===== src/rtl/core/fdd_pkg.sv =====
// ----------------------------------------------------------------------------
// fdd_pkg: shared types and stencil tables of the derivative block
// Coefficient tables, denominators, job control word and state encodings.
// ----------------------------------------------------------------------------
package fdd_pkg;

  localparam int COEF_W          = 12;
  localparam int DEN_W           = 10;
  localparam int ACC_GUARD       = 12;
  localparam int DIV_STEPS       = 4;
  localparam int FRAC_BITS       = 16;
  localparam int JOB_QUEUE_DEPTH = 2;

  localparam logic [31:0] INV_STEP_RESET = 32'h0001_0000;
  localparam logic        REG_INV_STEP   = 1'b0;

  // central numerators for one to four points per side, taps one to four
  localparam logic signed [COEF_W-1:0] CEN_NUM [4][4] = '{
    '{1, 0, 0, 0}, '{8, -1, 0, 0}, '{45, -9, 1, 0}, '{672, -168, 32, -3}};
  localparam logic [DEN_W-1:0] CEN_DEN [4] = '{2, 12, 60, 840};

  // one-sided numerators for one to four points, taps zero to four
  localparam logic signed [COEF_W-1:0] ONE_NUM [4][5] = '{
    '{-1, 1, 0, 0, 0}, '{-3, 4, -1, 0, 0}, '{-11, 18, -9, 2, 0},
    '{-25, 48, -36, 16, -3}};
  localparam logic [DEN_W-1:0] ONE_DEN [4] = '{1, 2, 6, 12};

  typedef enum logic [1:0] {F_IDLE, F_SEL, F_MAC, F_PUSH} front_state_e;
  typedef enum logic [2:0] {B_IDLE, B_MUL, B_CHK, B_DIV, B_DONE} back_state_e;

  typedef struct packed {
    logic [DEN_W-1:0] den;
    logic             eor;
  } job_ctrl_t;

  // weight of the tap at offset d from the centre
  function automatic logic signed [COEF_W-1:0] stencil_coef(
    input logic [2:0] nf, input logic [2:0] nb, input logic signed [4:0] d);
    logic signed [COEF_W-1:0] c;
    logic [2:0] ad;
    logic [1:0] row;
    c   = '0;
    ad  = d[4] ? 3'(-d) : 3'(d);
    row = 2'd0;
    if (nf == nb) begin
      row = 2'(nf - 3'd1);
      if (nf != 3'd0 && ad != 3'd0 && ad <= nf) begin
        c = CEN_NUM[row][2'(ad - 3'd1)];
        if (d[4]) c = -c;
      end
    end else if (nf > nb) begin
      row = 2'(nf - 3'd1);
      if (!d[4] && ad <= nf) c = ONE_NUM[row][ad];
    end else begin
      row = 2'(nb - 3'd1);
      if (ad <= nb && (d[4] || ad == 3'd0)) c = -ONE_NUM[row][ad];
    end
    return c;
  endfunction

  function automatic logic [DEN_W-1:0] stencil_den(input logic [2:0] nf, input logic [2:0] nb);
    logic [DEN_W-1:0] dn;
    dn = DEN_W'(1);
    if (nf == nb) begin
      if (nf != 3'd0) dn = CEN_DEN[2'(nf - 3'd1)];
    end else if (nf > nb) begin
      dn = ONE_DEN[2'(nf - 3'd1)];
    end else begin
      dn = ONE_DEN[2'(nb - 3'd1)];
    end
    return dn;
  endfunction

endpackage


===== src/rtl/core/fdd_back.sv =====
// ----------------------------------------------------------------------------
// fdd_back: scaling, rounding and saturation of stencil sums
// Multiplies the sum magnitude by the reciprocal step in 32-bit slices, divides
// by the stencil denominator times 2^16 a few quotient bits a cycle, rounds
// half away from zero and saturates into the output register.
// ----------------------------------------------------------------------------
module fdd_back import fdd_pkg::*; #(
  parameter int SAMPLE_WIDTH = 32
) (
  input  logic                                     clk_i,
  input  logic                                     rst_ni,
  input  logic                                     job_valid_i,
  input  logic signed [SAMPLE_WIDTH+ACC_GUARD-1:0] job_sum_i,
  input  job_ctrl_t                                job_ctrl_i,
  output logic                                     job_pop_o,
  input  logic [31:0]                              inv_step_i,
  input  logic                                     pop_i,
  output logic                                     empty_o,
  output logic signed [SAMPLE_WIDTH-1:0]           derivative_o,
  output logic                                     end_of_run_o
);

  localparam int AW   = SAMPLE_WIDTH + ACC_GUARD;
  localparam int NCH  = (AW + 31) / 32;
  localparam int MPW  = NCH * 32;
  localparam int PW   = MPW + 32;
  localparam int QB   = ((SAMPLE_WIDTH + DIV_STEPS) / DIV_STEPS) * DIV_STEPS;
  localparam int HW   = PW - QB;
  localparam int EW   = DEN_W + FRAC_BITS;
  localparam int NDIV = QB / DIV_STEPS;
  localparam int CW   = $clog2(NDIV + 1);

  back_state_e state_q, state_d;
  logic neg_q, neg_d, jeor_q, jeor_d, ovf_q, ovf_d;
  logic [DEN_W-1:0] den_q, den_d;
  logic [MPW-1:0] mag_q, mag_d;
  logic [PW-1:0] prod_q, prod_d;
  logic [EW-1:0] rem_q, rem_d, e;
  logic [QB-1:0] lo_q, lo_d, quo_q, quo_d;
  logic [CW-1:0] cnt_q, cnt_d;
  logic out_valid_q, out_valid_d, out_eor_q, out_eor_d, load;
  logic [SAMPLE_WIDTH-1:0] deriv_q, deriv_d;
  logic [AW-1:0] sum_abs;
  logic [63:0] pp;
  logic [HW-1:0] hi;
  logic [EW:0] r2;
  logic rnd, sat;
  logic [QB:0] q1, lim, quo_f, res_w;
  logic [EW-1:0] r;
  logic [QB-1:0] l, q;

  assign e        = {den_q, {FRAC_BITS{1'b0}}};
  assign sum_abs  = job_sum_i[AW-1] ? AW'(-job_sum_i) : AW'(job_sum_i);
  assign pp       = 64'(mag_q[MPW-1 -: 32]) * 64'(inv_step_i);
  assign hi       = prod_q[PW-1:QB];
  assign rnd      = ({rem_q, 1'b0} >= {1'b0, e});
  assign q1       = {1'b0, quo_q} + (QB+1)'(rnd);
  assign lim      = ((QB+1)'(1) << (SAMPLE_WIDTH - 1)) - (QB+1)'(!neg_q);
  assign sat      = ovf_q || (q1 > lim);
  assign quo_f    = sat ? lim : q1;
  assign res_w    = neg_q ? (~quo_f + (QB+1)'(1)) : quo_f;
  assign empty_o  = !out_valid_q;
  assign derivative_o = deriv_q;
  assign end_of_run_o = out_eor_q;

  always_comb begin
    state_d   = state_q;
    neg_d     = neg_q;
    jeor_d    = jeor_q;
    ovf_d     = ovf_q;
    den_d     = den_q;
    mag_d     = mag_q;
    prod_d    = prod_q;
    rem_d     = rem_q;
    lo_d      = lo_q;
    quo_d     = quo_q;
    cnt_d     = cnt_q;
    job_pop_o = 1'b0;
    load      = 1'b0;
    r         = rem_q;
    l         = lo_q;
    q         = quo_q;
    r2        = '0;
    case (state_q)
      B_IDLE: begin
        if (job_valid_i) begin
          job_pop_o = 1'b1;
          neg_d     = job_sum_i[AW-1];
          jeor_d    = job_ctrl_i.eor;
          den_d     = job_ctrl_i.den;
          mag_d     = MPW'(sum_abs);
          prod_d    = '0;
          cnt_d     = '0;
          state_d   = B_MUL;
        end
      end
      B_MUL: begin
        // top slice first: shift the partial sum up and add the next product
        prod_d = (prod_q << 32) + PW'(pp);
        mag_d  = mag_q << 32;
        cnt_d  = cnt_q + CW'(1);
        if (cnt_q == CW'(NCH - 1)) state_d = B_CHK;
      end
      B_CHK: begin
        ovf_d   = (hi >= HW'(e));
        rem_d   = hi[EW-1:0];
        lo_d    = prod_q[QB-1:0];
        quo_d   = '0;
        cnt_d   = '0;
        state_d = (hi >= HW'(e)) ? B_DONE : B_DIV;
      end
      B_DIV: begin
        for (int s = 0; s < DIV_STEPS; s++) begin
          r2 = {r, l[QB-1]};
          l  = l << 1;
          q  = q << 1;
          if (r2 >= {1'b0, e}) begin
            r    = EW'(r2 - {1'b0, e});
            q[0] = 1'b1;
          end else begin
            r = EW'(r2);
          end
        end
        rem_d = r;
        lo_d  = l;
        quo_d = q;
        cnt_d = cnt_q + CW'(1);
        if (cnt_q == CW'(NDIV - 1)) state_d = B_DONE;
      end
      B_DONE: begin
        // hold until the output register frees up
        if (!out_valid_q || pop_i) begin
          load    = 1'b1;
          state_d = B_IDLE;
        end
      end
      default: state_d = B_IDLE;
    endcase
  end

  always_comb begin
    out_valid_d = out_valid_q;
    deriv_d     = deriv_q;
    out_eor_d   = out_eor_q;
    if (load) begin
      out_valid_d = 1'b1;
      deriv_d     = res_w[SAMPLE_WIDTH-1:0];
      out_eor_d   = jeor_q;
    end else if (pop_i) begin
      out_valid_d = 1'b0;
    end
  end

  always_ff @(posedge clk_i or negedge rst_ni) begin
    if (!rst_ni) begin
      state_q     <= B_IDLE;
      neg_q       <= 1'b0;
      jeor_q      <= 1'b0;
      ovf_q       <= 1'b0;
      den_q       <= DEN_W'(1);
      mag_q       <= '0;
      prod_q      <= '0;
      rem_q       <= '0;
      lo_q        <= '0;
      quo_q       <= '0;
      cnt_q       <= '0;
      out_valid_q <= 1'b0;
      deriv_q     <= '0;
      out_eor_q   <= 1'b0;
    end else begin
      state_q     <= state_d;
      neg_q       <= neg_d;
      jeor_q      <= jeor_d;
      ovf_q       <= ovf_d;
      den_q       <= den_d;
      mag_q       <= mag_d;
      prod_q      <= prod_d;
      rem_q       <= rem_d;
      lo_q        <= lo_d;
      quo_q       <= quo_d;
      cnt_q       <= cnt_d;
      out_valid_q <= out_valid_d;
      deriv_q     <= deriv_d;
      out_eor_q   <= out_eor_d;
    end
  end

`ifndef NO_ASSERTIONS
  a_pop_needs_job: assert property (@(posedge clk_i) disable iff (!rst_ni)
    job_pop_o |-> job_valid_i)
    else $error("job taken from empty queue");
  a_div_count: assert property (@(posedge clk_i) disable iff (!rst_ni)
    (state_q == B_DIV) |-> (cnt_q < CW'(NDIV)))
    else $error("divider ran past its last step");
`endif

endmodule


===== config.mk =====
export PLATFORM = sky130hd
export DESIGN_NAME = fdd_back
export DESIGN_NICKNAME = d
export VERILOG_FILES = /design/src/rtl/core/fdd_pkg.sv /design/src/rtl/core/fdd_back.sv
export SDC_FILE = /design/constraint.sdc
export NUM_CORES = 2
export LEC_CHECK = 0
export BUFFER_PORTS_ARGS = -buffer_cell sky130_fd_sc_hd__buf_2
export CORE_ASPECT_RATIO = 0.8
export CORE_MARGIN = 2
export CORE_UTILIZATION = 55
export DETAILED_ROUTE_END_ITERATION = 7
export PLACE_DENSITY = 0.74
export SYNTH_ARGS = -nofsm -noshare
export SYNTH_HDL_FRONTEND = slang
export SYNTH_SLANG_ARGS = --single-unit

===== constraint.sdc =====
create_clock -name clk_i -period 8.2 [get_ports clk_i]
set_input_delay 0.82 -clock clk_i [delete_from_list [all_inputs] [get_ports clk_i]]
set_output_delay 0.82 -clock clk_i [all_outputs]
set_load 0.02 [all_outputs]

==> impl_metrics.toml <==
[die]
die_w_um = 353
coreArea_mm2 = 0.0967
die_area_mm2 = 0.100
ioPinCount = 126
dieHeight_um = 283
start_util_pct = 55.5
rows = 102

[critical_path]
cpMostUsedCell = "fa_1"
cp-start-kind = "flop"
endpoint_kind = "flop"
crit_type = "flop to flop"
cp.required_ns = 8.62
cpMaxStageDelayCell = "fa_2"
path_max_fanout = 8
critical_path_arrival_ns = 8.46
max_stage_delay_ns = 0.57

[cts]
cts.path.max_buffers = 3
cts.sinks = 312
clkLatencyLatePin_ns = 0.58
clk_pin_slew_worst_paths_ns = 0.06
cts-buffers-inserted = 34
root_buffer = "clkbuf_16"
cts_tree = "built"
cts_hold_buffers = 0
cts_max_level = 2

[detailed_routing]
post_drt_wl_per_cell_um = 19.5
drt_wl_total_mm = 152
num_vias = 43900
first_iter_violations = 3608
via_per_inst = 5.61
drt_pass1_iterations = 6
ant_nets = 0
drcViolationCount = 0

[synthesis]
syn_area_per_cell_um2 = 8.70
synthAdderAreaFrac_pct = 43.6
synthXorXnorAreaFrac_pct = 2.95
synthCells = 6173
synth-simple-area-share_pct = 17.2
synth_cell_types = 85
synth_area_mm2 = 0.0537
yosys.area.top_type_share_pct = 34.9
synth-seq-cells = 312
synth_ff_type = "dfrtp_1"
synth_edf_count = 0
synth.net_count = 7574
async_flop_share_pct = 100
netlist.top_cell.by_area = "fa_1"
synth_top_family_by_area = "adder cells"
synthMuxAreaShare_pct = 1.77
ys_warn_count = 0
yosysSeqAreaShare_pct = 14.5
synth_compound_area_share_pct = 9.24
synth_area_leaders = "fa_1 35%, dfrtp_1 14%, ha_1 8.7%"

[layout]
drive_above_1_share_pct = 12.9
nets = 7900
layout_commonest_cell = "inv_1"
n_fill_cell = 8082
area_growth_syn_to_layout_pct = 13.7
seq_area_mm2 = 0.00782
multi_input_area_mm2 = 0.0407
fin_util_pct = 63.1
final_cell_mix = "1,185 x inv_1, 1,056 x nand2_1, 922 x fa_1"

[sta]
worst_pin_slew_ns = 1.09
rsz0062_at_grt = "true"
hold_ws_ns = 0.315
slew_headroom_pct = 27.2
max_freq_ghz = 0.124
hold_viol_final = 0
drv_slew = 0
skew_ns = 0.0366
period_needed_ns = 8.04
timing.final.crit_share_pct = 98.1
setup_viol = 0

[run_status]
status = "finished clean"

[global_routing]
grt.overflow.total = 0
grt.total_usage_pct = 30.7
grt_pass1_vias = 44900
grt_max_degree = 146
antenna_found_initial = 4
grt_first_pass_wirelength_mm = 245

[place]
dp_hpwl_mm = 125
place.port_buffers = 125
finalWeightedCongestion = 0.968

[job]
drv_cap = 0

[min_path]
worstHoldPathType = "primary input to asynchronous set/reset pin"
[registers in the layout (all words and copies together) (netlist names)]
signal        count
jeor_q            1
ovf_q             1
derivative_o     32
den_q            10
out_valid_q       1
mag_q            64
quo_q            36
state_q           3
cnt_q             4
lo_q             36
prod_q           96
neg_q             1
rem_q            26
end_of_run_o      1
[worst paths after layout]
kind | startpoint | to | slack (ns) | cells past startpoint
hold / removal | rst_ni | mag_q[2] | 0.31 | 1
max in group asynchronous | rst_ni | prod_q[20] | 6.46 | 2
setup reg to reg | mag_q[45] | prod_q[92] | 0.16 | 30
setup / recovery | mag_q[45] | prod_q[92] | 0.16 | 30
hold reg to reg | end_of_run_o | end_of_run_o | 0.47 | 2
min in group clk_i | job_ctrl_i[0] | jeor_q | 0.43 | 3
[routing by layer]
layer  routed length, um  part of all wire, %  track usage, %  up-vias
met3               13100                  8.6            5.41      262
met2               68300                   45            47.3     1689
met5                  15               0.0099               0        -
met4                4960                  3.3            8.54        2
met1               65800                   43            44.8    22200
li1                    -                    -               -    19800
[cell families (layout without fill, tap and decap cells)]
logic type,count (synthesis),count (layout)
adder cells (fa/ha/maj),1310,1310
AO/OA/AOI/OAI,805,805
other,0,2
buffers and inverters,1529,1879
AND/OR/NAND/NOR,1943,1943
multiplexers,93,93
XOR/XNOR,181,181
flip-flops,312,312
[stage by stage]
| step | setup WS, ns | setup TNS [ns] | instances | area (um^2) |
|---|---|---|---|---|
| global placement | -0.646 | -17.82 | 7747 | 59100 |
| global route | -0.114 | -0.635 | 7824 | 61100 |
| detailed placement | -0.808 | -22.33 | 7747 | 59100 |
| finish | 0.158 | 0 | 7825 | 61100 |
| CTS | 0.00330 | 0 | 7809 | 60400 |
| floorplan | 0.00185 | 0 | 6173 | 53700 |
[final cells by class]
type / count / area share [%]
diodes: 2 / 0.00820
clock buffers: 44 / 1.54
clock inverters: 16 / 0.434
inverters: 1186 / 7.29
multi-input cells: 4332 / 66.7
flip-flops and latches: 312 / 12.8
well taps: 1300 / 2.66
repair buffers: 633 / 8.56
[cell usage after synthesis, types with 80 or more instances]
cell type  count
ha_1         375
dfrtp_1      311
xor2_1        80
nand2_1     1058
clkbuf_1     324
inv_1       1185
o21ai_0      320
nor2_1       111
xnor2_1      101
a21oi_1      166
and2_1       408
fa_1         935
nand3_1       89
[worst max-delay path, delay by kind of cell, from the launching register on]
family	cells	cell delay (ns)
compound gates	5	0.64
xor+xnor	1	0.14
fa+ha+maj	9	4.45
buf+inv	10	1.25
flops	1	0.41
simple gates	5	1.00
[timing repair]
action / in CTS / in global routing
resized for setup: 23 / 131
setup endpoints to repair: 35 / 53
setup buffers: 2 / 12
pin swaps: 4 / 38
gates cloned: 0 / 2
Power is left out: the tool's default activity adds up to more than one toggle a clock period on the data nets, which glitch-free logic cannot reach.
