$ cat config.mk
export PLATFORM = sky130hd
export DESIGN_NAME = fdd_front
export DESIGN_NICKNAME = d
export VERILOG_FILES = /design/src/rtl/core/fdd_pkg.sv /design/src/rtl/core/fdd_front.sv
export SDC_FILE = /design/constraint.sdc
export NUM_CORES = 2
export LEC_CHECK = 0
export ABC_AREA = 1
export ABC_CLOCK_PERIOD_IN_PS = 8300
export BUFFER_PORTS_ARGS = -buffer_cell sky130_fd_sc_hd__buf_2
export CORE_ASPECT_RATIO = 1.2
export CORE_UTILIZATION = 30
export DETAILED_ROUTE_END_ITERATION = 10
export PLACE_DENSITY_LB_ADDON = 0.15
export REMOVE_ABC_BUFFERS = 1
export SYNTH_ARGS = -nofsm -noshare
export SYNTH_HDL_FRONTEND = slang
export SYNTH_SLANG_ARGS = --single-unit
$ cat constraint.sdc
create_clock -name clk_i -period 8.3 [get_ports clk_i]
set_input_delay 1.245 -clock clk_i [delete_from_list [all_inputs] [get_ports clk_i]]
set_output_delay 1.245 -clock clk_i [all_outputs]
set_load 0.02 [all_outputs]
$ cat src/rtl/core/fdd_pkg.sv
// ----------------------------------------------------------------------------
// fdd_pkg: shared types and stencil tables of the derivative block
// Coefficient tables, denominators, job control word and state encodings.
// ----------------------------------------------------------------------------
package fdd_pkg;

  localparam int COEF_W          = 12;
  localparam int DEN_W           = 10;
  localparam int ACC_GUARD       = 12;
  localparam int DIV_STEPS       = 4;
  localparam int FRAC_BITS       = 16;
  localparam int JOB_QUEUE_DEPTH = 2;

  localparam logic [31:0] INV_STEP_RESET = 32'h0001_0000;
  localparam logic        REG_INV_STEP   = 1'b0;

  // central numerators for one to four points per side, taps one to four
  localparam logic signed [COEF_W-1:0] CEN_NUM [4][4] = '{
    '{1, 0, 0, 0}, '{8, -1, 0, 0}, '{45, -9, 1, 0}, '{672, -168, 32, -3}};
  localparam logic [DEN_W-1:0] CEN_DEN [4] = '{2, 12, 60, 840};

  // one-sided numerators for one to four points, taps zero to four
  localparam logic signed [COEF_W-1:0] ONE_NUM [4][5] = '{
    '{-1, 1, 0, 0, 0}, '{-3, 4, -1, 0, 0}, '{-11, 18, -9, 2, 0},
    '{-25, 48, -36, 16, -3}};
  localparam logic [DEN_W-1:0] ONE_DEN [4] = '{1, 2, 6, 12};

  typedef enum logic [1:0] {F_IDLE, F_SEL, F_MAC, F_PUSH} front_state_e;
  typedef enum logic [2:0] {B_IDLE, B_MUL, B_CHK, B_DIV, B_DONE} back_state_e;

  typedef struct packed {
    logic [DEN_W-1:0] den;
    logic             eor;
  } job_ctrl_t;

  // weight of the tap at offset d from the centre
  function automatic logic signed [COEF_W-1:0] stencil_coef(
    input logic [2:0] nf, input logic [2:0] nb, input logic signed [4:0] d);
    logic signed [COEF_W-1:0] c;
    logic [2:0] ad;
    logic [1:0] row;
    c   = '0;
    ad  = d[4] ? 3'(-d) : 3'(d);
    row = 2'd0;
    if (nf == nb) begin
      row = 2'(nf - 3'd1);
      if (nf != 3'd0 && ad != 3'd0 && ad <= nf) begin
        c = CEN_NUM[row][2'(ad - 3'd1)];
        if (d[4]) c = -c;
      end
    end else if (nf > nb) begin
      row = 2'(nf - 3'd1);
      if (!d[4] && ad <= nf) c = ONE_NUM[row][ad];
    end else begin
      row = 2'(nb - 3'd1);
      if (ad <= nb && (d[4] || ad == 3'd0)) c = -ONE_NUM[row][ad];
    end
    return c;
  endfunction

  function automatic logic [DEN_W-1:0] stencil_den(input logic [2:0] nf, input logic [2:0] nb);
    logic [DEN_W-1:0] dn;
    dn = DEN_W'(1);
    if (nf == nb) begin
      if (nf != 3'd0) dn = CEN_DEN[2'(nf - 3'd1)];
    end else if (nf > nb) begin
      dn = ONE_DEN[2'(nf - 3'd1)];
    end else begin
      dn = ONE_DEN[2'(nb - 3'd1)];
    end
    return dn;
  endfunction

endpackage

$ cat src/rtl/core/fdd_front.sv
// ----------------------------------------------------------------------------
// fdd_front: sample window and stencil sequencer
// Shifts samples into the window, picks the stencil for each due result and
// accumulates the stencil sum one tap a cycle, then hands a job to the queue.
// ----------------------------------------------------------------------------
module fdd_front import fdd_pkg::*; #(
  parameter int SIDE_POINTS  = 4,
  parameter int SAMPLE_WIDTH = 32
) (
  input  logic                                  clk_i,
  input  logic                                  rst_ni,
  input  logic                                  push_i,
  input  logic signed [SAMPLE_WIDTH-1:0]        sample_i,
  input  logic                                  last_i,
  output logic                                  full_o,
  output logic                                  job_valid_o,
  input  logic                                  job_ready_i,
  output logic signed [SAMPLE_WIDTH+ACC_GUARD-1:0] job_sum_o,
  output job_ctrl_t                             job_ctrl_o
);

  localparam int W     = 2 * SIDE_POINTS + 1;
  localparam int TW    = $clog2(W);
  localparam int CNT_W = $clog2(W + 1);
  localparam int AW    = SAMPLE_WIDTH + ACC_GUARD;

  front_state_e state_q, state_d;
  logic signed [SAMPLE_WIDTH-1:0] win_q [W];
  logic signed [SAMPLE_WIDTH-1:0] win_d [W];
  logic [CNT_W-1:0] seen_q, seen_d, pend_q, pend_d, seen_inc, pend_inc;
  logic [2:0] j_q, j_d, nf_q, nf_d, nb_q, nb_d;
  logic end_q, end_d, flush_q, flush_d;
  logic [TW-1:0] tap_q, tap_d;
  logic signed [AW-1:0] acc_q, acc_d, prod;
  logic signed [COEF_W-1:0] coef;
  logic accept, shift_en, clear_en;
  logic signed [SAMPLE_WIDTH-1:0] shift_val;

  function automatic logic [2:0] nb_of(input logic [CNT_W-1:0] seen, input logic [2:0] j);
    logic [CNT_W-1:0] avail;
    avail = seen - CNT_W'(1) - CNT_W'(j);
    return (avail > CNT_W'(SIDE_POINTS)) ? 3'(SIDE_POINTS) : 3'(avail);
  endfunction

  assign full_o      = (state_q != F_IDLE);
  assign accept      = push_i && !full_o;
  assign seen_inc    = (seen_q < CNT_W'(W)) ? seen_q + CNT_W'(1) : seen_q;
  assign pend_inc    = pend_q + CNT_W'(1);
  assign coef        = stencil_coef(nf_q, nb_q, 5'(tap_q) - 5'(SIDE_POINTS));
  assign prod        = AW'(coef) * AW'(win_q[tap_q]);
  assign job_valid_o = (state_q == F_PUSH);
  assign job_sum_o   = acc_q;
  assign job_ctrl_o  = '{den: stencil_den(nf_q, nb_q), eor: end_q};

  always_comb begin
    state_d   = state_q;
    seen_d    = seen_q;
    pend_d    = pend_q;
    j_d       = j_q;
    nf_d      = nf_q;
    nb_d      = nb_q;
    end_d     = end_q;
    flush_d   = flush_q;
    tap_d     = tap_q;
    acc_d     = acc_q;
    shift_en  = 1'b0;
    clear_en  = 1'b0;
    shift_val = sample_i;
    case (state_q)
      F_IDLE: begin
        if (accept) begin
          shift_en = 1'b1;
          seen_d   = seen_inc;
          pend_d   = pend_inc;
          if (last_i) begin
            flush_d = 1'b1;
            j_d     = 3'(SIDE_POINTS);
            state_d = F_SEL;
          end else if (pend_inc > CNT_W'(SIDE_POINTS)) begin
            nf_d    = 3'(SIDE_POINTS);
            nb_d    = nb_of(seen_inc, 3'(SIDE_POINTS));
            end_d   = 1'b0;
            pend_d  = pend_inc - CNT_W'(1);
            tap_d   = '0;
            acc_d   = '0;
            state_d = F_MAC;
          end
        end
      end
      F_SEL: begin
        if (CNT_W'(j_q) < pend_q) begin
          nf_d    = j_q;
          nb_d    = nb_of(seen_q, j_q);
          end_d   = (j_q == 3'd0);
          tap_d   = '0;
          acc_d   = '0;
          state_d = F_MAC;
        end else begin
          // slide the next pending sample onto the centre tap
          shift_en  = 1'b1;
          shift_val = '0;
          j_d       = j_q - 3'd1;
        end
      end
      F_MAC: begin
        acc_d = acc_q + prod;
        tap_d = tap_q + TW'(1);
        if (tap_q == TW'(W - 1)) state_d = F_PUSH;
      end
      F_PUSH: begin
        if (job_ready_i) begin
          if (!flush_q) begin
            state_d = F_IDLE;
          end else if (j_q == 3'd0) begin
            clear_en = 1'b1;
            seen_d   = '0;
            pend_d   = '0;
            flush_d  = 1'b0;
            state_d  = F_IDLE;
          end else begin
            shift_en  = 1'b1;
            shift_val = '0;
            j_d       = j_q - 3'd1;
            state_d   = F_SEL;
          end
        end
      end
      default: state_d = F_IDLE;
    endcase

    for (int i = 0; i < W; i++) win_d[i] = win_q[i];
    if (clear_en) begin
      for (int i = 0; i < W; i++) win_d[i] = '0;
    end else if (shift_en) begin
      for (int i = 0; i < W - 1; i++) win_d[i] = win_q[i + 1];
      win_d[W-1] = shift_val;
    end
  end

  always_ff @(posedge clk_i or negedge rst_ni) begin
    if (!rst_ni) begin
      state_q <= F_IDLE;
      for (int i = 0; i < W; i++) win_q[i] <= '0;
      seen_q  <= '0;
      pend_q  <= '0;
      j_q     <= '0;
      nf_q    <= '0;
      nb_q    <= '0;
      end_q   <= 1'b0;
      flush_q <= 1'b0;
      tap_q   <= '0;
      acc_q   <= '0;
    end else begin
      state_q <= state_d;
      for (int i = 0; i < W; i++) win_q[i] <= win_d[i];
      seen_q  <= seen_d;
      pend_q  <= pend_d;
      j_q     <= j_d;
      nf_q    <= nf_d;
      nb_q    <= nb_d;
      end_q   <= end_d;
      flush_q <= flush_d;
      tap_q   <= tap_d;
      acc_q   <= acc_d;
    end
  end

`ifndef NO_ASSERTIONS
  a_tap_range: assert property (@(posedge clk_i) disable iff (!rst_ni)
    (state_q == F_MAC) |-> (tap_q < TW'(W - 1)) || (tap_q == TW'(W - 1)))
    else $error("tap index beyond window");
  a_pend_bound: assert property (@(posedge clk_i) disable iff (!rst_ni)
    (pend_q <= seen_q))
    else $error("more pending results than samples seen");
`endif

endmodule

==> flow_metrics.env <==
export IMPL_first_iter_violations=1776
export IMPL_holdWs_ns=0.4982
export IMPL_max_freq_ghz=0.1264
export IMPL_coreArea_mm2=0.1078
export IMPL_clock_skew_ns=0.04120
export IMPL_ys_ff_latch=357
export IMPL_grt_pass1_vias=27859
export IMPL_grt_usage_pct=19.97
export IMPL_clock_latency_ns=0.62
export IMPL_gr_total_overflow=0
export IMPL_period_share_pct=95.29
export IMPL_place_gp_congestion=0.9112
export IMPL_endpoint_kind="flip-flop"
export IMPL_synthToLayoutAreaGrowth_pct=12.56
export IMPL_path_common_cell="nand2_1"
export IMPL_ys_top_cells_by_area="dfrtp_1, fa_1, inv_1, nand3_1, o21ai_0"
export IMPL_die_height_um=362.9
export IMPL_synthCells=3915
export IMPL_cts_tree="yes"
export IMPL_cts_buffers=44
export IMPL_critPathKind="reg2reg"
export IMPL_grt_busiest_layer="met2"
export IMPL_antenna_left=0
export IMPL_rows=132
export IMPL_die_w_um=302.8
export IMPL_synth_flop_cell="dfrtp_1"
export IMPL_yosysTopAreaCell="dfrtp_1"
export IMPL_netlist_cell_type_count=56
export IMPL_hp_class="reg2reg"
export IMPL_die_area_mm2=0.1099
export IMPL_routedWlPerCell_um=19.98
export IMPL_slowest_delay_ns=0.57
export IMPL_clkSinkCount=357
export IMPL_max_slew_margin_pct=21.35
export IMPL_synth_top_area_share_pct=27.43
export IMPL_syn_area_mm2=0.03256
export IMPL_startpoint_type="flip-flop"
export IMPL_drc=0
export IMPL_fin_nets=4529
export IMPL_met1_usage_pct=26.66
export IMPL_async_reset_ff_share_pct=100.0
export IMPL_setup_viol=0
export IMPL_yosys_warnings=0
export IMPL_drive_above_1_share_pct=9.134
export IMPL_crit_slowest_cell="fa_1"
export IMPL_cts_max_level=2
export IMPL_grt_start_max_net_pins=223
export IMPL_diodes=0
export IMPL_final_max_slew_violation_count=0
export IMPL_io_buffers=92
export IMPL_outcome="complete, no violations"
export IMPL_clockBufferDepth=3
export IMPL_use_met2_pct=34.45
export IMPL_seq_area_frac_synth_pct=27.43
export IMPL_root_buffer="clkbuf_16"
export IMPL_antenna_found_initial=1
export IMPL_pin_count=94
export IMPL_grtUsageMet3_pct=1.717
export IMPL_tightest_slew_ns=1.180
export IMPL_initial_utilization_pct=30.20
export IMPL_cts_clk_slew_worst_paths_ns=0.06
export IMPL_hold_violations=0
export IMPL_crit_path_max_fanout=12
export IMPL_cts_hold_buf=0
export IMPL_via_per_inst=5.017
export IMPL_wirelength_mm=107.9
export IMPL_postSynthAreaPerCell_um2=8.318
export IMPL_grt_pass1_wl_mm=169.9
export IMPL_crit_arrival_ns=8.42
export IMPL_vias=27108
export IMPL_maxCapViolations=0
export IMPL_synth_edf_count=0
export IMPL_dr_pass1_iters=5
export IMPL_required_ns=8.81
export IMPL_tns_ns=0
export IMPL_post_route_min_period_ns=7.909
export IMPL_place_hpwl_mm=78.90
==> placed cells by master, fill, tap and decap left out, types with 12 or more instances in the layout <==
| cell | netlist | routed |
|---|---|---|
| nand2_1 | 436 | 430 |
| ha_1 | 145 | 143 |
| clkbuf_16 | 0 | 45 |
| a21oi_1 | 162 | 160 |
| buf_12 | 0 | 13 |
| nand4_1 | 44 | 44 |
| xor2_1 | 15 | 15 |
| nand3_1 | 475 | 470 |
| nor3_1 | 15 | 15 |
| xnor2_1 | 20 | 20 |
| clkbuf_8 | 0 | 12 |
| inv_1 | 635 | 634 |
| o22ai_1 | 73 | 73 |
| nor2_1 | 335 | 331 |
| o31ai_1 | 83 | 83 |
| o21ai_0 | 366 | 358 |
| buf_4 | 7 | 110 |
| fa_1 | 382 | 379 |
| o211ai_1 | 50 | 50 |
| dfrtp_1 | 357 | 355 |
| buf_2 | 59 | 91 |
==> worst paths after layout <==
check / slack (ns) / end / cells past startpoint / from
worst max-delay path: 0.39 / job_sum_o[22]$_DFFE_PN0P_ / 37 / tap_q[1]$_DFFE_PN0P_
worst min-delay path: 0.50 / win_q[88]$_DFFE_PN0P_ / 2 / win_q[56]$_DFFE_PN0P_
worst max register to register: 0.39 / job_sum_o[22]$_DFFE_PN0P_ / 37 / tap_q[1]$_DFFE_PN0P_
worst min register to register: 0.50 / win_q[88]$_DFFE_PN0P_ / 2 / win_q[56]$_DFFE_PN0P_
max in group asynchronous: 6.14 / tap_q[1]$_DFFE_PN0P_ / 2 / rst_ni
min in group asynchronous: 0.61 / win_q[204]$_DFFE_PN0P_ / 1 / rst_ni
==> registers in the layout, indices dropped and copies added, names as in the netlist, 2 cells and up <==
name,cells
seen_q,4
win_q,288
tap_q,4
pend_q,4
nb_q,3
job_sum_o,44
state_q,2
j_q,3
nf_q,3
==> synth_stat cells, types with 3 or more instances <==
cell type  instances
or2_2              5
o31ai_1           83
a211oi_1           4
buf_4              7
fa_1             382
nand2_2            7
nand2_1          436
buf_2             59
nand3_2            3
o21ai_1            5
a21o_1             7
o22ai_1           73
nor2_1           335
dfrtp_1          357
o21a_1             3
o32ai_1            4
buf_6              7
o21bai_1           5
buf_1             30
xnor2_1           20
o21ai_0          366
a21oi_1          162
inv_1            635
o211ai_1          50
nor3_1            15
nand2_4            5
a31oi_1            5
nor4_1             3
xor2_1            15
nand3b_1           3
clkbuf_1         115
inv_2              9
nand3_1          475
o221ai_1           5
nand4_1           44
a21boi_0           4
ha_1             145
==> kinds of logic (layout without fill, tap and decap cells) <==
family	after synthesis	count (layout)	synth area share, %
other cells	1	1	0.01152
mux	1	1	0.03458
compound gates	792	792	14.01
simple gates	1337	1338	18.07
buf+inv	865	945	10.45
xor+xnor	35	35	0.9413
fa+ha+maj	527	527	29.05
flops	357	357	27.43
==> routing by layer <==
metal,vias to the layer above,part of all wire (%)
met3,115,3.8
li1,12866,-
met4,0,2.7
met1,13588,44
met5,-,0
met2,539,49
==> per-stage QoR <==
step | area, um2 | cells | setup WS [ns] | util [%]
finish | 36660 | 5403 | 0.3912 | 33.99
detailed placement | 34950 | 5316 | -0.09357 | 32.40
CTS | 36440 | 5393 | 0.01699 | 33.79
floorplan | 31590 | 3697 | -4.481 | -
global placement | 34950 | 5316 | 0.03724 | 32.40
global route | 36660 | 5403 | -0.009113 | 33.99
==> area by class of cell <==
type	instances	area, um2
Fill cell	11399	71190
Multi-Input combinational cell	2694	20380
Sequential cell	357	8941
Inverter	647	2439
Tap cell	1407	1760
Timing Repair Buffer	221	1638
Clock buffer	62	1289
Clock inverter	15	203.9
==> critical path: cells and delay by family (launching register included) <==
family	cells	cell delay, ns
adders and majority gates	9	3.55
and+or+nand+nor	14	1.62
AOI/OAI and AO/OA	6	1.09
buffers and inverters	8	1.01
DFF	1	0.51
==> what timing repair did <==
item | CTS | global route
pin swaps | 0 | 4
gates resized for setup | 1 | 35
endpoints found under the setup margin | 1 | 28
buffers inserted | 0 | 8
gates cloned | 0 | 2
Power is left out: the tool's default activity adds up to more than one toggle a clock period on the data nets, which glitch-free logic cannot reach.
