`src/rtl/core/fdd_pkg.sv`:
```
// ----------------------------------------------------------------------------
// fdd_pkg: shared types and stencil tables of the derivative block
// Coefficient tables, denominators, job control word and state encodings.
// ----------------------------------------------------------------------------
package fdd_pkg;

  localparam int COEF_W          = 12;
  localparam int DEN_W           = 10;
  localparam int ACC_GUARD       = 12;
  localparam int DIV_STEPS       = 4;
  localparam int FRAC_BITS       = 16;
  localparam int JOB_QUEUE_DEPTH = 2;

  localparam logic [31:0] INV_STEP_RESET = 32'h0001_0000;
  localparam logic        REG_INV_STEP   = 1'b0;

  // central numerators for one to four points per side, taps one to four
  localparam logic signed [COEF_W-1:0] CEN_NUM [4][4] = '{
    '{1, 0, 0, 0}, '{8, -1, 0, 0}, '{45, -9, 1, 0}, '{672, -168, 32, -3}};
  localparam logic [DEN_W-1:0] CEN_DEN [4] = '{2, 12, 60, 840};

  // one-sided numerators for one to four points, taps zero to four
  localparam logic signed [COEF_W-1:0] ONE_NUM [4][5] = '{
    '{-1, 1, 0, 0, 0}, '{-3, 4, -1, 0, 0}, '{-11, 18, -9, 2, 0},
    '{-25, 48, -36, 16, -3}};
  localparam logic [DEN_W-1:0] ONE_DEN [4] = '{1, 2, 6, 12};

  typedef enum logic [1:0] {F_IDLE, F_SEL, F_MAC, F_PUSH} front_state_e;
  typedef enum logic [2:0] {B_IDLE, B_MUL, B_CHK, B_DIV, B_DONE} back_state_e;

  typedef struct packed {
    logic [DEN_W-1:0] den;
    logic             eor;
  } job_ctrl_t;

  // weight of the tap at offset d from the centre
  function automatic logic signed [COEF_W-1:0] stencil_coef(
    input logic [2:0] nf, input logic [2:0] nb, input logic signed [4:0] d);
    logic signed [COEF_W-1:0] c;
    logic [2:0] ad;
    logic [1:0] row;
    c   = '0;
    ad  = d[4] ? 3'(-d) : 3'(d);
    row = 2'd0;
    if (nf == nb) begin
      row = 2'(nf - 3'd1);
      if (nf != 3'd0 && ad != 3'd0 && ad <= nf) begin
        c = CEN_NUM[row][2'(ad - 3'd1)];
        if (d[4]) c = -c;
      end
    end else if (nf > nb) begin
      row = 2'(nf - 3'd1);
      if (!d[4] && ad <= nf) c = ONE_NUM[row][ad];
    end else begin
      row = 2'(nb - 3'd1);
      if (ad <= nb && (d[4] || ad == 3'd0)) c = -ONE_NUM[row][ad];
    end
    return c;
  endfunction

  function automatic logic [DEN_W-1:0] stencil_den(input logic [2:0] nf, input logic [2:0] nb);
    logic [DEN_W-1:0] dn;
    dn = DEN_W'(1);
    if (nf == nb) begin
      if (nf != 3'd0) dn = CEN_DEN[2'(nf - 3'd1)];
    end else if (nf > nb) begin
      dn = ONE_DEN[2'(nf - 3'd1)];
    end else begin
      dn = ONE_DEN[2'(nb - 3'd1)];
    end
    return dn;
  endfunction

endpackage

```
`src/rtl/core/fdd_queue.sv`:
```
// ----------------------------------------------------------------------------
// fdd_queue: short job queue between front and back
// Two-entry register queue; either side stalls on its own.
// ----------------------------------------------------------------------------
module fdd_queue import fdd_pkg::*; #(
  parameter int DW = 8
) (
  input  logic          clk_i,
  input  logic          rst_ni,
  input  logic          push_i,
  input  logic [DW-1:0] data_i,
  output logic          full_o,
  input  logic          pop_i,
  output logic [DW-1:0] data_o,
  output logic          empty_o
);

  localparam int PW = $clog2(JOB_QUEUE_DEPTH);
  localparam int CW = $clog2(JOB_QUEUE_DEPTH + 1);

  logic [DW-1:0] mem_q [JOB_QUEUE_DEPTH];
  logic [PW-1:0] wr_q, rd_q;
  logic [CW-1:0] cnt_q;
  logic do_push, do_pop;

  assign full_o  = (cnt_q == CW'(JOB_QUEUE_DEPTH));
  assign empty_o = (cnt_q == '0);
  assign do_push = push_i && !full_o;
  assign do_pop  = pop_i && !empty_o;
  assign data_o  = mem_q[rd_q];

  always_ff @(posedge clk_i) begin
    if (do_push) mem_q[wr_q] <= data_i;
  end

  always_ff @(posedge clk_i or negedge rst_ni) begin
    if (!rst_ni) begin
      wr_q  <= '0;
      rd_q  <= '0;
      cnt_q <= '0;
    end else begin
      if (do_push) wr_q <= (wr_q == PW'(JOB_QUEUE_DEPTH - 1)) ? '0 : wr_q + PW'(1);
      if (do_pop)  rd_q <= (rd_q == PW'(JOB_QUEUE_DEPTH - 1)) ? '0 : rd_q + PW'(1);
      cnt_q <= cnt_q + CW'(do_push) - CW'(do_pop);
    end
  end

`ifndef NO_ASSERTIONS
  a_cnt_bound: assert property (@(posedge clk_i) disable iff (!rst_ni)
    cnt_q <= CW'(JOB_QUEUE_DEPTH))
    else $error("job queue over capacity");
`endif

endmodule

```
`config.mk`:
```
export PLATFORM = sky130hd
export DESIGN_NAME = fdd_queue
export DESIGN_NICKNAME = d
export VERILOG_FILES = /design/src/rtl/core/fdd_pkg.sv /design/src/rtl/core/fdd_queue.sv
export SDC_FILE = /design/constraint.sdc
export NUM_CORES = 1
export LEC_CHECK = 0
export BUFFER_PORTS_ARGS = -buffer_cell sky130_fd_sc_hd__buf_2
export CORE_MARGIN = 2
export CORE_UTILIZATION = 44
export DETAILED_ROUTE_END_ITERATION = 16
export GPL_TIMING_DRIVEN = 0
export PLACE_DENSITY = 0.72
export RECOVER_POWER = 100
export SLEW_MARGIN = 0
export SYNTH_ARGS = -nofsm -noshare
export SYNTH_HDL_FRONTEND = slang
export SYNTH_SLANG_ARGS = --single-unit
```
`constraint.sdc`:
```
create_clock -name clk_i -period 1.4 [get_ports clk_i]
set_input_delay 0.21 -clock clk_i [delete_from_list [all_inputs] [get_ports clk_i]]
set_output_delay 0.21 -clock clk_i [all_outputs]
set_load 0.03 [all_outputs]
```
==> results of run 1 <==
[critical path, stage by stage, from the launching register on]
cell and delay (ns):
dfrtp_1 0.42, buf_6 0.14, mux2_4 0.30, buf_6 0.14
[routing by layer]
layer	vias up	track usage (%)	part of all wire [%]
met1	228	15.9	41
met3	0	3.53	5.9
met2	17	25.3	53
met4	0	8.00	0
met5	-	0	0
li1	221	-	-
[worst paths after layout]
check | end | slack (ns)
worst max-delay path | data_o[0] | -0.10
worst max register to register | cnt_q[1] | -0.05
max in group asynchronous | cnt_q[1] | 0.91
min in group asynchronous | cnt_q[0] | 0.27
worst min register to register | wr_q | 0.58
worst min-delay path | mem_q[0][2] | 0.1
[cells in the final DEF (no fill, tap or decap), drive strengths merged]
cell type     n
ha            2
clkbuf        8
nand2b        1
inv           2
mux2          8
edfxtp       16
nor2b         1
xor2          1
nand2         1
dfrtp         4
and3          1
xnor2         3
nor2          2
buf          25
dlygate4sd3   1
[area by class of cell]
type	count	area [um^2]	share of cell area [%]
inverter	2	7.51	0.651
sequential	20	582	50.4
multi-input combinational	20	277	24.0
buffer	1	11.3	0.976
clock buffer	4	26.3	2.28
tap	25	31.3	2.71
timing repair buffer	29	219	19.0
[power breakdown]
| group | leakage (nW) | switching (mW) | internal [mW] |
|---|---|---|---|
| Sequential | 0.194 | 0.110 | 0.835 |
| Combinational | 0.272 | 0.682 | 0.738 |
| Clock | 0.0150 | 0.162 | 0.111 |
| Total | 0.481 | 0.955 | 1.68 |
[state kept, by name, indices dropped and copies added, names as in the netlist]
| name | flops |
|---|---|
| wr_q | 1 |
| mem_q | 16 |
| cnt_q | 2 |
| rd_q | 1 |
[logic make-up after synthesis]
group / share of synthesized area (%)
DFF: 74.0
and+or+nand+nor: 4.47
adders and majority gates: 3.19
muxes: 11.5
xor gates and xnor gates: 4.47
buffers and inverters: 2.39
[timing repair]
item                       CTS  global route
hold buffers                 1             0
hold endpoints to repair     4             0
pin swaps                    5             2
resized for setup           40             2
setup endpoints to repair   17            10
gates cloned                 1             0
buffers inserted             6             0
==> reports/metrics.yaml, run 1 <==
status: "finished, violations left"
violations: "negative setup slack"
yosys_register_bits: 20
total_power_mw: 2.64
vias_per_cell: 4.61
antennaDiodeCount: 0
grt.total_usage_pct: 14.5
worstPathArrival_ns: 1.29
globalplace.congestion: 0.629
slew_headroom_pct: 83.1
ys_warn_count: 0
slew_violations: 0
clk_pin_slew_ns: 0.10
cts.htree.levels: 1
dr.pass1.iters: 4
dr_total_vias: 466
start_util_pct: 45.9
seq_area_frac_synth_pct: 74.0
cts.path.max_buffers: 2
startpoint: "rd_q"
syn_to_final_growth_pct: 47.0
grt_pass1_vias: 466
fin_ws_ns: -0.103
fin_util_pct: 67.5
syn_nets: 57
pre_cts_ws_ns: -0.195
coreArea_um2: 1710
synth_cell_types: 14
cts_num_sinks: 20
cts_buffers: 3
fin_cells: 101
antenna_found_initial: 0
clk_latency_ns: 0.29
cap_violations: 0
hold_depth: 1
drt-initial-drc-count: 5
hold_ws_ns: 0.0991
min_from: "data_i[2]"
drive_gt1_share_pct: 64.5
fin_skew_ns: 0.00183
synth.avg_cell_area_um2: 18.2
synthCells: 43
dpl-instance-area_um2: 926
die-width_um: 46.2
place_hpwl_um: 765
dp_cells: 89
leakagePower_nw: 0.481
cp.required_ns: 1.19
synth_ff_type: "edfxtp_1"
cts_root_buffer: "clkbuf_4"
yosysMostFrequentCell: "edfxtp_1"
row_count: 15
cts_tree: "done"
fin_area_um2: 1150
p_per_area_nw_per_um2: 2290
ir_worst_vdd_mv: 1.29
design.die.area_um2: 2140
start_kind: "register"
grt_pass1_wl_mm: 2.01
fillers: 121
rsz0062_at_grt: "yes"
final_antenna_net_count: 0
num-nets-final: 91
reg2reg_depth: 7
rr_startpoint: "cnt_q[0]"
cp-end-kind: "output pin"
finalCriticalPeriod_ns: 1.50
timing.fmax_mhz: 665
synth_edf_count: 16
yosys.area.top_type: "edfxtp_1"
synth.area.top_cells: "edfxtp_1, dfrtp_1, mux2_2"
grt_max_degree: 12
criticalPathCategory: "reg -> out"
syn-cell-area_um2: 785
drt_wl_total_mm: 1.34
hold_viol_final: 0
synth_top_area_share_pct: 61.2
synth_common_cells: "edfxtp_1, mux2_2, dfrtp_1"
port-buffer-count: 21
worstPathMaxFanout: 4
worst_pin_slew_ns: 0.252
routedWlPerCell_um: 13.3
holdCritPathClass: "in -> reg"
setup_viol: 9
drc_errors: 0
tns_ns: -0.828
synth-async-reset-ratio_pct: 20.0
grt_overflow: 0
fin_crit_sh_pct: 107
ios: 22
die_y_um: 46.2
(Power assumes the default switching activity.)
==> run 2: changes to the inputs <==
--- a/config.mk
+++ b/config.mk
@@ -8,8 +8,8 @@
 export BUFFER_PORTS_ARGS = -buffer_cell sky130_fd_sc_hd__buf_2
 export CORE_MARGIN = 2
-export CORE_UTILIZATION = 44
+export CORE_UTILIZATION = 48
 export DETAILED_ROUTE_END_ITERATION = 16
 export GPL_TIMING_DRIVEN = 0
-export PLACE_DENSITY = 0.72
+export PLACE_DENSITY = 0.74
 export RECOVER_POWER = 100
 export SLEW_MARGIN = 0
==> constraint.sdc (replaced) <==
create_clock -name clk_i -period 1.7 [get_ports clk_i]
set_input_delay 0.17 -clock clk_i [delete_from_list [all_inputs] [get_ports clk_i]]
set_output_delay 0.17 -clock clk_i [all_outputs]
set_load 0.03 [all_outputs]
==> run 2 against run 1 <==
Against the previous run:
- the flow now finishes without violations
- die area down 7.6%
- worst hold slack worse by 0.048 ns
- cell area down 17%
- non-clock buffer count down 7
- sequential power down 22%
- sequential share of layout area up 10 points
- largest cell class unchanged
==> reports/metrics.yaml, run 2 (synthesis gave the netlist of run 1 again) <==
grt_pass1_wl_mm: 1.85  # -8.2%
largest_reg_flops: 16  # unchanged
cp-end-kind: "output pin"
fin_skew_ns: 0.00334  # +0.00152 ns
drt-initial-drc-count: 3  # -2
worst_pin_slew_ns: 0.676  # +0.424 ns
cts.htree.levels: 1  # unchanged
ir_worst_vdd_mv: 0.994  # -23%
rsz0062_at_grt: "no"
rrSetupSlack_ns: 0.15  # +0.20 ns
fin_crit_sh_pct: 94.2
cap_violations: 0  # unchanged
antennaDiodeCount: 0  # unchanged
vias_per_cell: 5.09  # +10%
ios: 22  # unchanged
hold_viol_final: 0  # unchanged
die-width_um: 44.4  # -3.9%
reg_top3: "mem_q (16), cnt_q (2)"
drive_gt1_share_pct: 43.5  # -21 points
total_power_mw: 1.83  # -31%
grt_max_degree: 13  # +1
grt_pass1_vias: 411  # -12%
postCtsSetupBuffers: 0  # -6
start_util_pct: 51.5  # +5.5 points
drc_errors: 0  # unchanged
worstPathMaxFanout: 9  # +5
most-common-layout-cells: "edfxtp_1, buf_2, clkbuf_2, mux2_2, clkbuf_1"
dr.pass1.iters: 2  # -2
slew_headroom_pct: 54.8  # -28 points
cts_root_buffer: "clkbuf_4"
cts_buffers: 3  # unchanged
globalplace.congestion: 0.685  # +8.9%
setup_viol: 0  # -9
cts.path.max_buffers: 2  # unchanged
cts_resized: 0  # -100%
holdCritPathClass: "in -> reg"
port-buffer-count: 21  # unchanged
cts-hold-fix-buffers: 1  # unchanged
final_antenna_net_count: 0  # unchanged
final_common_cell: "edfxtp_1"
start_kind: "register"
num-nets-final: 84  # -7.7%
die_y_um: 44.4  # -3.9%
grt_overflow: 0  # unchanged
grt.total_usage_pct: 14.7  # +0.22 points
clk_latency_ns: 0.30  # about the same
status: "completed"
slew_violations: 0  # unchanged
dr_total_vias: 433  # -7.1%
leakagePower_nw: 0.391  # -19%
tns_ns: 0  # +0.828 ns
cp.required_ns: 1.53  # +0.34 ns
cts_num_sinks: 20  # unchanged
timing.fmax_mhz: 624
p_per_area_nw_per_um2: 1920  # -16%
row_count: 14  # -1
drt_wl_total_mm: 1.17  # -13%
antenna_found_initial: 0  # unchanged
coreArea_um2: 1520  # -11%
cts_tree: "done"
syn_to_final_growth_pct: 22.0
worstPathArrival_ns: 1.43  # +0.14 ns
design.die.area_um2: 1970  # -7.6%
routedWlPerCell_um: 13.7  # +3.3%
finalCriticalPeriod_ns: 1.60
clk_pin_slew_ns: 0.11  # about the same
top_register: "mem_q"
criticalPathCategory: "reg -> out"
## run 2: changes by cell type in the layout (fill, tap and decap cells not counted), sizes merged
cell	before	now
buf	25	9
clkbuf	8	16
bufinv	0	1
## run 2: final timing paths
kind | start | cells past startpoint | end
min | data_i[1] | 1 | mem_q[1][1]
max reg2reg | cnt_q[1] | 3 | mem_q[0][2]
min in group asynchronous | rst_ni | 2 | wr_q
min reg2reg | wr_q | 1 | wr_q
max | rd_q | 3 | data_o[3]
max in group asynchronous | rst_ni | 2 | rd_q
## run 2: critical path, cell delays in order (launching register included)
cell and delay, ns:
dfrtp_1 0.34, clkbuf_2 0.24, mux2_2 0.37, clkbuf_2 0.18
## run 2: power by group
group,switching [mW],leakage (nW),internal [mW],total [mW]
logic,0.455,0.168,0.258,0.713
registers,0.0496,0.195,0.686,0.735
clock network,0.146,0.0279,0.238,0.385
total,0.651,0.391,1.18,1.83
## run 2: final cells by class
class	count	area (um^2)
clock inverter	1	30.0
sequential	20	581
tap	16	20.0
inverter	2	7.51
clock buffer	3	22.5
multi-input combinational	20	183
timing repair buffer	22	109
fill	126	567
buffer	1	5.00
## run 2: routing by layer
layer	track usage, %	vias up	part of all wire (%)	wire (um)
met5	0	-	0	0
met1	15.9	207	42	491
met4	10.9	0	2.7	32
met2	23.8	12	51	595
li1	-	210	-	-
met3	4.90	4	4.0	47
## run 2: stage by stage
stage / cells / hold slack, ns / utilization (%) / setup slack (ns) / instance area [um^2]
2_1_floorplan: 43 / -0.126 / - / 0.0426 / 785
3_3_place_gp: 80 / -0.0185 / 59.7 / 0.132 / 910
3_5_place_dp: 80 / -0.0181 / 59.7 / 0.108 / 910
4_1_cts: 85 / 0.0447 / 63.8 / 0.0908 / 972
5_1_grt: 85 / 0.0299 / 62.8 / 0.0192 / 957
6_report: 85 / 0.0513 / 62.8 / 0.0979 / 957
==> run 3: changes to the inputs <==
RECOVER_POWER = 25   (was 100)
==> run 3 against run 2 <==
Against the previous run:
- combinational power grew 3.4%
- cell area grew 1.6%
- fmax grew 3.2%
- cell count is the same
- clock skew shrank 0.0014 ns
- register-to-register slack is essentially flat
- core utilization grew 0.99 points
- routed wire length grew 0.34%
- count of clock-buffer cells in the layout is the same
- total power grew 1.8%
- sequential cell count is the same
- sequential power grew 1%
- critical path type is now reg -> reg
- largest cell class unchanged
- largest power group unchanged
- highest routed layer unchanged
==> reports/metrics.yaml, run 3 (synthesis gave the netlist of run 1 again) <==
status: "completed"
criticalPathCategory: "reg -> reg"
fin_crit_sh_pct: 91.3  # -3.0 points
dr_total_vias: 431  # -0.46%
cts_num_sinks: 20  # unchanged
cp_num_buf_inv: 0  # -2
die_y_um: 44.4  # unchanged
grt_pass1_wl_mm: 1.85  # unchanged
wl_met1_um: 485  # -1.2%
num-nets-final: 84  # unchanged
tns_ns: 0  # unchanged
leakagePower_nw: 0.407  # +4.0%
top_register: "mem_q"
top_layer: "met4"
drc_errors: 0  # unchanged
largest_reg_flops: 16  # unchanged
worstPathMaxFanout: 8  # -1
design.die.area_um2: 1970  # unchanged
fin_skew_ns: 0.00196  # -0.00138 ns
setup_viol: 0  # unchanged
worst_pin_slew_ns: 0.672  # -0.00427 ns
final_common_cell: "buf_2"
total_power_mw: 1.87  # +1.8%
ios: 22  # unchanged
clk_pin_slew_ns: 0.11  # about the same
cts.path.max_buffers: 2  # unchanged
cts.htree.levels: 1  # unchanged
wl_met2_um: 593  # -0.34%
drt-initial-drc-count: 5  # +2
wl_met3_um: 51  # +8.5%
dp_cells: 80  # unchanged
reg_top3: "mem_q (16), cnt_q (2)"
die-width_um: 44.4  # unchanged
rsz0062_at_grt: "no"
globalplace.congestion: 0.685  # unchanged
grt_overflow: 0  # unchanged
start_util_pct: 51.5  # unchanged
most-common-layout-cells: "buf_2, edfxtp_1, mux2_2"
drive_gt1_share_pct: 52.2  # +8.7 points
fin_util_pct: 63.8  # +0.99 points
finalCriticalPeriod_ns: 1.55  # -0.0503 ns
vias_per_cell: 5.07  # -0.46%
slew_violations: 0  # unchanged
worstPathCellList: "nand2b_1, nand2_1, nor2_1"
p_per_area_nw_per_um2: 1920  # +0.22%
grt.total_usage_pct: 14.7  # unchanged
drt_wl_total_mm: 1.17  # +0.34%
cts_buffers: 3  # unchanged
dr.pass1.iters: 4  # +2
cp-end-kind: "register"
cts_tree: "done"
ir_worst_vdd_mv: 1.01  # +1.2%
antennaDiodeCount: 0  # unchanged
antenna_found_initial: 0  # unchanged
timing.fmax_mhz: 644  # +3.2%
coreArea_um2: 1520  # unchanged
grt_max_degree: 13  # unchanged
cp.required_ns: 1.65  # +0.12 ns
critPathSlowestCell: "nor2_1"
syn_to_final_growth_pct: 23.9
grt_pass1_vias: 411  # unchanged
max_stage_delay_ns: 0.54  # +0.17 ns
worstPathArrival_ns: 1.50  # +0.07 ns
port-buffer-count: 21  # unchanged
final_antenna_net_count: 0  # unchanged
slew_headroom_pct: 55.1  # +0.29 points
routedWlPerCell_um: 13.8  # +0.34%
clk_latency_ns: 0.30  # about the same
start_kind: "register"
cts_root_buffer: "clkbuf_4"
holdCritPathClass: "in -> reg"
fin_cells: 85  # unchanged
cts_resized: 0  # unchanged
row_count: 14  # unchanged
critPathTopFamily: "simple AND/OR/NAND/NOR gates"
hold_viol_final: 0  # unchanged
cap_violations: 0  # unchanged
==> run 3: cell types whose count changed in the layout (fill, tap and decap cells not counted) <==
cell | previous run | this run
buf_6 | 0 | 1
clkbuf_1 | 5 | 0
nor2_2 | 0 | 1
clkbuf_2 | 8 | 0
nor2_1 | 2 | 1
buf_2 | 9 | 21
==> run 3: metal layers <==
layer,vias up,track usage [%]
li1,210,-
met4,0,10.9
met5,-,0
met1,202,15.9
met2,14,23.8
met3,5,4.90
==> run 3: worst paths after layout <==
check | start | end | slack [ns] | depth (start not counted)
worst max-delay path | cnt_q[1] | mem_q[0][2] | 0.15 | 3
worst min-delay path | data_i[1] | mem_q[1][1] | 0.05 | 1
worst max register to register | cnt_q[1] | mem_q[0][2] | 0.15 | 3
worst min register to register | wr_q | wr_q | 0.51 | 1
max in group asynchronous | rst_ni | cnt_q[0] | 1.39 | 2
min in group asynchronous | rst_ni | rd_q | 0.19 | 2
==> run 3: cell type report <==
| type | count | area (um^2) |
|---|---|---|
| clock inverters | 1 | 30.0 |
| well taps | 16 | 20.0 |
| clock buffers | 3 | 22.5 |
| repair buffers | 22 | 115 |
| fillers | 121 | 552 |
| flip-flops and latches | 20 | 581 |
| plain buffers | 1 | 11.3 |
| inverters | 2 | 7.51 |
| multi-input cells | 20 | 185 |
==> run 3: through the flow <==
step	worst slack, ns	hold WS [ns]	cell area (um^2)
detailed placement	0.108	-0.0181	910
CTS	0.0908	0.0447	972
global route	0.00370	0.0299	972
floorplan	0.0426	-0.126	785
finish	0.148	0.0498	972
global placement	0.132	-0.0185	910
==> run 3: report_power, final <==
part	switching, mW	leakage [nW]	internal, mW
registers	0.0564	0.195	0.686
clock network	0.148	0.0279	0.238
logic	0.451	0.184	0.286
total	0.655	0.407	1.21
==> run 3: what timing repair did <==
item	CTS	global route
buffers inserted	0	0
hold buffers	1	0
hold endpoints to repair	4	0
